**config.mk**
```make
export PLATFORM = sky130hd
export DESIGN_NAME = frame_field_extractor
export DESIGN_NICKNAME = d
export VERILOG_FILES = /design/src/rtl/ffe_pkg.sv /design/src/rtl/frame_field_extractor.sv
export SDC_FILE = /design/constraint.sdc
export NUM_CORES = 2
export LEC_CHECK = 0
export BUFFER_PORTS_ARGS = -buffer_cell sky130_fd_sc_hd__buf_2
export CORE_ASPECT_RATIO = 1.25
export CORE_MARGIN = 1.5
export CORE_UTILIZATION = 25
export CTS_CLUSTER_DIAMETER = 40
export DETAILED_ROUTE_END_ITERATION = 12
export PLACE_DENSITY_LB_ADDON = 0.05
export SYNTH_ARGS = -nofsm -noshare
export SYNTH_HDL_FRONTEND = slang
export SYNTH_SLANG_ARGS = --single-unit
```
**constraint.sdc**
```tcl
create_clock -name clk_i -period 5.4 [get_ports clk_i]
set_input_delay 1.08 -clock clk_i [delete_from_list [all_inputs] [get_ports clk_i]]
set_output_delay 1.08 -clock clk_i [all_outputs]
set_load 0.01 [all_outputs]
```
**src/rtl/ffe_pkg.sv**
```systemverilog
// Package for the frame field extractor: item types and request codes.
`default_nettype none

package ffe_pkg;

  // Request codes carried in req_type
  localparam logic REQ_LOAD    = 1'b0;
  localparam logic REQ_EXTRACT = 1'b1;

  // Widest field the datapath can assemble, in bytes
  localparam int unsigned FIELD_BYTES_MAX = 8;

  typedef struct packed {
    logic       req_type;
    logic       new_frame;
    logic [7:0] byte_value;
    logic [7:0] field_offset;
    logic [3:0] field_length;
    logic       little_endian;
  } in_item_t;

  typedef struct packed {
    logic [63:0] field_value;
    logic        range_err;
  } out_item_t;

endpackage

`default_nettype wire

```
**src/rtl/frame_field_extractor.sv**
```systemverilog
// Frame field extractor: frame byte store, range check and field assembly.
// Load items are taken one per cycle while no extract runs; the byte goes into the frame
// memory, but is dropped if the frame is full and the item starts no new frame.
// Extract items read each byte through the single read port, then hand the field over;
// out-of-range and zero-length fields skip the reads. A result may wait at the output
// while further load items are accepted. Reset empties the frame; memory contents are kept.
`default_nettype none

module frame_field_extractor
  import ffe_pkg::*;
#(
  parameter int unsigned FRAME_DEPTH     = 256,
  parameter int unsigned MAX_FIELD_BYTES = 8
) (
  input  wire logic      clk_i,
  input  wire logic      rst_ni,
  input  wire logic      in_valid_i,
  output logic           in_ready_o,
  input  wire in_item_t  in_item_i,
  output logic           out_valid_o,
  input  wire logic      out_ready_i,
  output out_item_t      out_item_o
);

  localparam int unsigned AW = (FRAME_DEPTH > 1) ? $clog2(FRAME_DEPTH) : 1;
  localparam int unsigned LW = $clog2(FRAME_DEPTH + 1);
  localparam int unsigned SW = (LW > 9) ? LW : 9;

  localparam logic [1:0] ST_IDLE = 2'd0;
  localparam logic [1:0] ST_READ = 2'd1;
  localparam logic [1:0] ST_DONE = 2'd2;

  // Frame store
  logic [7:0] mem [FRAME_DEPTH];

  logic [1:0]    state_q, state_d;
  logic [LW-1:0] flen_q, flen_d;
  logic [AW-1:0] addr_q, addr_d;
  logic [3:0]    idx_q, idx_d;
  logic [3:0]    len_q, len_d;
  logic          little_q, little_d;
  logic          oor_q, oor_d;
  logic [63:0]   acc_q, acc_d;
  logic          rd_vld_q, rd_vld_d;
  logic [7:0]    rd_data_q;
  logic          out_valid_q, out_valid_d;
  out_item_t     out_q, out_d;

  logic          accept;
  logic          mem_we;
  logic [AW-1:0] mem_waddr;
  logic [SW-1:0] end_pos;
  logic          oor_now;
  logic [SW-1:0] start_sum;

  assign accept      = in_valid_i && in_ready_o;
  assign in_ready_o  = (state_q == ST_IDLE);
  assign out_valid_o = out_valid_q;
  assign out_item_o  = out_q;

  // Range check on the incoming extract
  assign end_pos = SW'(in_item_i.field_offset) + SW'(in_item_i.field_length);
  assign oor_now = (in_item_i.field_length > 4'(MAX_FIELD_BYTES)) ||
                   (end_pos > SW'(flen_q));
  // First byte to read: lowest position for big-endian, highest for little-endian
  assign start_sum = in_item_i.little_endian ? (end_pos - SW'(1))
                                             : SW'(in_item_i.field_offset);

  // Next-state logic
  always_comb begin
    state_d     = state_q;
    flen_d      = flen_q;
    addr_d      = addr_q;
    idx_d       = idx_q;
    len_d       = len_q;
    little_d    = little_q;
    oor_d       = oor_q;
    acc_d       = acc_q;
    rd_vld_d    = 1'b0;
    out_valid_d = out_valid_q && !out_ready_i;
    out_d       = out_q;
    mem_we      = 1'b0;
    mem_waddr   = flen_q[AW-1:0];

    case (state_q)
      ST_IDLE: begin
        if (accept) begin
          if (in_item_i.req_type == REQ_LOAD) begin
            if (in_item_i.new_frame) begin
              mem_we    = 1'b1;
              mem_waddr = '0;
              flen_d    = LW'(1);
            end else if (flen_q < LW'(FRAME_DEPTH)) begin
              mem_we = 1'b1;
              flen_d = flen_q + LW'(1);
            end
          end else begin
            acc_d    = '0;
            idx_d    = '0;
            little_d = in_item_i.little_endian;
            oor_d    = oor_now;
            addr_d   = start_sum[AW-1:0];
            len_d    = in_item_i.field_length;
            if (oor_now || (in_item_i.field_length == 4'd0)) begin
              state_d = ST_DONE;
            end else begin
              state_d = ST_READ;
            end
          end
        end
      end

      ST_READ: begin
        // Absorb the byte read in the previous cycle
        if (rd_vld_q) begin
          acc_d = {acc_q[55:0], rd_data_q};
        end
        // Issue the next read
        if (idx_q < len_q) begin
          rd_vld_d = 1'b1;
          idx_d    = idx_q + 4'd1;
          addr_d   = little_q ? (addr_q - AW'(1)) : (addr_q + AW'(1));
        end else if (rd_vld_q) begin
          state_d = ST_DONE;
        end
      end

      ST_DONE: begin
        // Hand over once the output register is free
        if (!out_valid_q || out_ready_i) begin
          out_valid_d       = 1'b1;
          out_d.field_value = oor_q ? 64'd0 : acc_q;
          out_d.range_err   = oor_q;
          state_d           = ST_IDLE;
        end
      end

      default: begin
        state_d = ST_IDLE;
      end
    endcase
  end

  // Frame memory: one write port, one registered read port
  always_ff @(posedge clk_i) begin
    if (mem_we) begin
      mem[mem_waddr] <= in_item_i.byte_value;
    end
    rd_data_q <= mem[addr_q];
  end

  // Control state
  always_ff @(posedge clk_i or negedge rst_ni) begin
    if (!rst_ni) begin
      state_q     <= ST_IDLE;
      flen_q      <= '0;
      idx_q       <= '0;
      len_q       <= '0;
      rd_vld_q    <= 1'b0;
      out_valid_q <= 1'b0;
    end else begin
      state_q     <= state_d;
      flen_q      <= flen_d;
      idx_q       <= idx_d;
      len_q       <= len_d;
      rd_vld_q    <= rd_vld_d;
      out_valid_q <= out_valid_d;
    end
  end

  // Datapath registers
  always_ff @(posedge clk_i) begin
    addr_q   <= addr_d;
    little_q <= little_d;
    oor_q    <= oor_d;
    acc_q    <= acc_d;
    out_q    <= out_d;
  end

endmodule

`default_nettype wire

```
---- Word-level counts from Yosys, hierarchy flattened ----
Memories as Yosys holds them, arrays and structs flattened. A register that Yosys moved wholly into a read port is not among the register bits.
Cells that the tools add are included.
word-level totals
  register bits after elaboration ......... 160
  RAM bits ................................ 2048
  memories kept ........................... 1
memories
  name  words  bits a word  rd ports  clocked after Yosys merged registers in  wr ports  line                         source
  mem   256    8            1         1                                        1         frame_field_extractor.sv:34  logic [7:0] mem [FRAME_DEPTH];
operators by class
  $add $sub $neg .......................... 6
  order comparisons ....................... 4
  equality and inequality tests ........... 8
  mux-type cells .......................... 38
  bitwise gates (word level) .............. 1
  reduce and logical (&&, ||, !) cells .... 17
operator list
  kind                                                                 number
  64-bit two-way mux                                                   3
  64-bit one-hot mux with 2 select lines                               1
  8-bit two-way mux                                                    9
  9-bit two-way mux                                                    2
  8-bit one-hot mux with 2 select lines                                1
  8-bit by 1-bit subtractor with 8-bit output (second input constant)  2
  2-bit two-way mux                                                    6
  4-bit two-way mux                                                    3
  4-bit AND reduction                                                  3
  1-bit two-way mux                                                    11
  8-bit by 4-bit adder with 9-bit output                               1
  9-bit by 1-bit adder with 9-bit output (second input constant)       1
  9-bit greater-than comparator                                        1
  9-bit less-than comparator (second input constant)                   1
  8-bit by 1-bit adder with 8-bit output (second input constant)       1
  2-bit != test (second input constant)                                4
  4-bit one-hot mux with 2 select lines                                1
  2-bit one-hot mux with 3 select lines                                1
  5-bit AND reduction                                                  1
  4-bit by 1-bit adder with 4-bit output (second input constant)       1
  4-bit greater-than comparator (second input constant)                1
  4-bit logical NOT                                                    1
  4-bit less-than comparator                                           1
  2-bit by 1-bit != test with 1-bit output (second input constant)     2
  10 further kinds                                                     15

---- Logic depth before layout (Yosys ltp) ----
  word-level depth ........................ 8
  mapped depth ............................ 14

---- Worst setup path after synthesis ----
Ideal clock, no wire load.
  path type ............................... input-to-reg
  start point ............................. input port in_item_i[22] in the netlist's numbering
  end point ............................... register acc_q[0], enable pin
  data arrival time ....................... 4.179 ns
  required time ........................... 4.906 ns
  setup slack ............................. 0.727 ns
  stages .................................. 3
  path buffers ............................ 0
  cells stage by stage .................... nand2_1 -> o21ai_0 -> nor2b_1
between the ends
  longest elaborated chain between the ends .. 2
ends and longest elaborated chain
  item                                                line                          source
  from (decl)                                         frame_field_extractor.sv:19   input wire in_item_t in_item_i,
  2-bit by 1-bit != test with 1-bit output (no line)  n/a
  4-bit AND reduction (no line)                       n/a
  to (signal assigned)                                frame_field_extractor.sv:176  acc_q <= acc_d;
  to (decl)                                           frame_field_extractor.sv:43   logic [63:0] acc_q, acc_d;
No other way between the ends.
A chain may end at the register's enable or synchronous reset.

---- Worst setup path after layout ----
  start point ............................. register state_q[1]
  end point ............................... memory mem[244][5], enable pin
between the ends
  longest elaborated chain between the ends .. 6
  elaborated cells on any way between the ends .. 8
  those cells by class .................... mux (6); reduce/logical (2)
ends and longest elaborated chain
  item                                     line                                                      source
  from (decl)                              frame_field_extractor.sv:36                               logic [1:0] state_q, state_d;
  from (signal assigned)                   frame_field_extractor.sv:162                              state_q <= state_d;
  2-bit logical NOT (*)                    frame_field_extractor.sv:57, frame_field_extractor.sv:85
  1-bit logical AND                        frame_field_extractor.sv:56                               assign accept = in_valid_i && in_ready_o;
  1-bit two-way mux                        frame_field_extractor.sv:87                               if (accept) begin
  1-bit two-way mux                        frame_field_extractor.sv:85                               case (state_q)
  1-bit two-way mux                        frame_field_extractor.sv:146                              if (mem_we) begin
  1-bit two-way mux (not written as such)  frame_field_extractor.sv:147                              mem[mem_waddr] <= in_item_i.byte_value;
  to (decl)                                frame_field_extractor.sv:34
Mark *: on every way between the ends. The rest lies on a longest branch, timed or not.

==> summary.txt <==
Run status
  • Status: complete, no violations

Clocking
  • Clock transition at the registers of the reported paths: 0.05 ns
  • CTS tree: built
  • Clk sinks: 2,216
  • Clock root buffer: clkbuf_16
  • Total CTS buffers: slightly below 400
  • CTS HTree Levels: 5
  • Setup Fix Bufs, Post-CTS: 0
  • Worst-Skew Late Latency: 0.91 ns
  • Clock buffer depth: 4
  • # resized after CTS: 0
  • Cts hold-fix bufs: 0

STA
  • Minimum clock period: 4.084 ns
  • Actual slew at the worst max-slew pin: 1.218 ns
  • Fin. Hold Viols: 0
  • Fmax: approximately 240 MHz
  • Final setup fails: 0
  • Fin. max-slew vios: 0
  • RSZ-0062 raised after global routing: no
  • Rel. slew slack: 0.1883
  • Tcrit/Tclk final: 0.7564
  • Setup Skew: 0.04550 ns
  • Setup TNS: 0 ns

Logic synthesis
  • Yosys warns: 0
  • Largest cells by area after synthesis: edfxtp_1 76%, mux4_2 12%, nor2_1 1.4%
  • Ys async rst share: 0.009477
  • Syn_nets: around 4,200
  • Yosys reg bits: 2,216
  • Syn avg cell area: 20.70 um2
  • EDFF count, synth: 2,187
  • Post-synthesis instance total: 4,177
  • Synth cell types: 69
  • Area share of the largest cell type after synthesis: 0.7595
  • Post-synthesis sequential area ratio: 0.7674
  • Cell accounting for the most synthesized area: edfxtp_1
  • Post-synth top flop: edfxtp_1
  • Cell Area, Synth: slightly below 90,000 um2

Die
  • Rows: 241
  • Die height: roughly 660 um
  • Core ar.: 344,400 um2
  • Die footprint: 349,500 um2
  • Die W: 529.0 um
  • Io pins: 94
  • Starting Density: 0.2511

Detailed routing
  • Via count: 43,010
  • Drc violations: 0
  • Top Layer Used: met4
  • DRT Wirelength: 280.2 mm
  • Remaining antenna violation count: 0
  • DR pass1 iterations: 5
  • Wire per inst: between 20 and 30 um
  • Met1 WL: around 120 mm
  • Initial DRC Count: 3,404
  • Met3 wire length: 10.90 mm
  • WL met2: between 100 and 150 mm
  • Vias/cell: 4.403

Global routing
  • Largest net degree at the start of global routing: 119
  • Total gr overflow: 0
  • Vias in the first global route: 46,740
  • Initial antenna violation count: 16
  • First-pass GRT wire length: 389.0 mm
  • GRT Overall Usage: 0.1593

Setup path
  • Critical path required time: 6.00 ns
  • R2R depth: 6
  • Path type of the worst setup path: flop to flop
  • Critical Path End: mem[244][5]
  • Flop2flop setup slack: 1.32 ns
  • CP startpoint kind: flop
  • Crit Reg-Reg Startpoint: state_q[1]
  • Arr. time, crit path: between 4 and 5 ns
  • RR Endpoint: mem[244][5]
  • Crit Path Max Fanout: 10
  • Worst Setup SP: state_q[1]
  • Crit end category: flop

Power
  • NetSw: 18,000 uW
  • Combinational fraction of design power: 0.240
  • Power Internal: slightly above 40,000 uW
  • Sequential power share: 0.338
  • Peak VDD IR: 0.0003480 V
  • LEAKAGE: between 0.03 and 0.04 uW
  • Pwr Density: between 500 and 600 nW/um2
  • Sw frac: 0.3064
  • Clk pwr share: 0.422

Cells and area
  • Layout cell share with drive strength beyond 1: 0.3294
  • Syn-to-layout area delta: 24.77%
  • Final Instance Count excl. Fillers: just under 10,000
  • Post-route cell area: roughly 110,000 um2
  • Layout Nets: 4,871

Placement
  • Area after DPL: ~95,000 um2
  • IO buf count: 93
  • Dpl hpwl: 174.6 mm
  • Inst Count DP: 9,041
  • RePlAce Congestion: 0.7365

Min path
  • Hold WC Path Type: input port to async pin

Job
  • Max cap viols: 0
cell usage in the layout (no fill, tap or decap), types with 18 or more instances in the layout:
cell,count
ha_1,25
bufinv_16,44
a22oi_1,61
nand3_1,31
a221oi_1,20
clkinv_1,29
buf_4,379
clkbuf_16,399
clkinvlp_4,63
nor2_1,309
clkbuf_1,20
a22o_1,26
nor3_1,31
edfxtp_1,2187
dfrtp_1,21
nand2_1,62
inv_1,23
o21ai_0,19
mux2i_1,100
xnor2_1,18
a21oi_1,36
inv_6,53
clkinv_4,39
clkinv_2,63
nor2b_1,80
o22ai_1,111
mux4_2,469
buf_2,85
and2_1,69
a211oi_1,43
buf_12,22
area by class of cell:
class	instances	area, um2
Sequential cell	2216	66360
Tap cell	4617	5777
Clock inverter	299	3161
Antenna cell	7	17.52
Inverter	23	86.33
Fill cell	33270	236500
Clock buffer	419	10060
Multi-Input combinational cell	1692	18600
Timing Repair Buffer	494	3831
metrics by stage:
stage | hold WS, ns | power (uW) | setup WS (ns) | utilization
after floorplan | 0.4244 | 28800 | 0.7271 | -
after global placement | 0.5146 | 35040 | 0.5533 | 0.2749
after detailed placement | 0.5178 | 35010 | 0.5390 | 0.2749
after CTS | 0.1466 | 60140 | 1.119 | 0.3132
after global routing | 0.2060 | 61170 | 1.126 | 0.3133
final | 0.2103 | 58760 | 1.316 | 0.3133
flip-flops by register name, summed over array words and instances, names as in the netlist:
name and flops:
rd_vld_q 1, little_q 1, idx_q 4, oor_q 1, state_q 2, addr_q 8
acc_q 64, rd_data_q 8, mem 2048, len_q 4, out_valid_o 1, out_item_o 65
flen_q 9
worst min path at each step:
stage / from / to / slack [ns] / cells past startpoint
global route: rst_ni / len_q[0] / 0.21 / 1
global placement: acc_q[61] / out_item_o[62] / 0.51 / 1
floorplan: oor_q / out_item_o[0] / 0.42 / 0
CTS: rst_ni / len_q[0] / 0.15 / 1
detailed placement: acc_q[61] / out_item_o[62] / 0.52 / 1
finish: rst_ni / len_q[0] / 0.21 / 1
power by group through the flow:
stage                     clock (uW)  sequential, uW  combinational (uW)
final                          24800           19900               14100
after global routing           26100           19900               15100
after CTS                      25400           19900               14800
after detailed placement           0           20200               14800
after global placement             0           20200               14800
after floorplan                    0           20100                8750
synthesized netlist by cell type, types with 15 or more instances:
cell	n
mux4_2	469
ha_1	25
edfxtp_1	2187
a22o_1	26
nor2_1	314
a221oi_1	20
buf_6	34
o22ai_1	111
o21ai_0	19
mux2i_1	100
a22oi_1	61
nor3_1	31
buf_2	74
and2_1	71
inv_1	23
nor2b_1	83
buf_4	25
a211oi_1	43
a21oi_1	36
dfrtp_1	21
nand3_1	40
xnor2_1	18
nand2_1	62
mux2_2	15
clkbuf_1	89
a31oi_1	17
logic make-up (layout without fill, tap and decap cells):
kind of cell / after synthesis / count (layout) / synth area share
XOR/XNOR: 28 / 28 / 0.002836
other: 0 / 7 / 0
AND/OR/NAND/NOR: 673 / 673 / 0.03761
AO/OA/AOI/OAI: 368 / 368 / 0.02960
multiplexers: 596 / 596 / 0.1393
adder cells (fa/ha/maj): 27 / 27 / 0.004080
buffers and inverters: 269 / 1235 / 0.01916
flip-flops: 2216 / 2216 / 0.7674
per-layer routing:
layer / track usage / vias up
met4: 0.03841 / 0
met2: 0.2801 / 980
li1: - / 18660
met5: 0 / -
met1: 0.2039 / 23010
met3: 0.02459 / 362
worst max-delay path: stages (launching register included):
cell and delay [ns]:
dfrtp_1 0.52, nor4b_2 0.89, and2_1 0.54, nand4_1 0.69, buf_4 0.51, nor2_1 0.36, buf_4 0.23
Note: power is estimated with default switching activity, not from simulation.
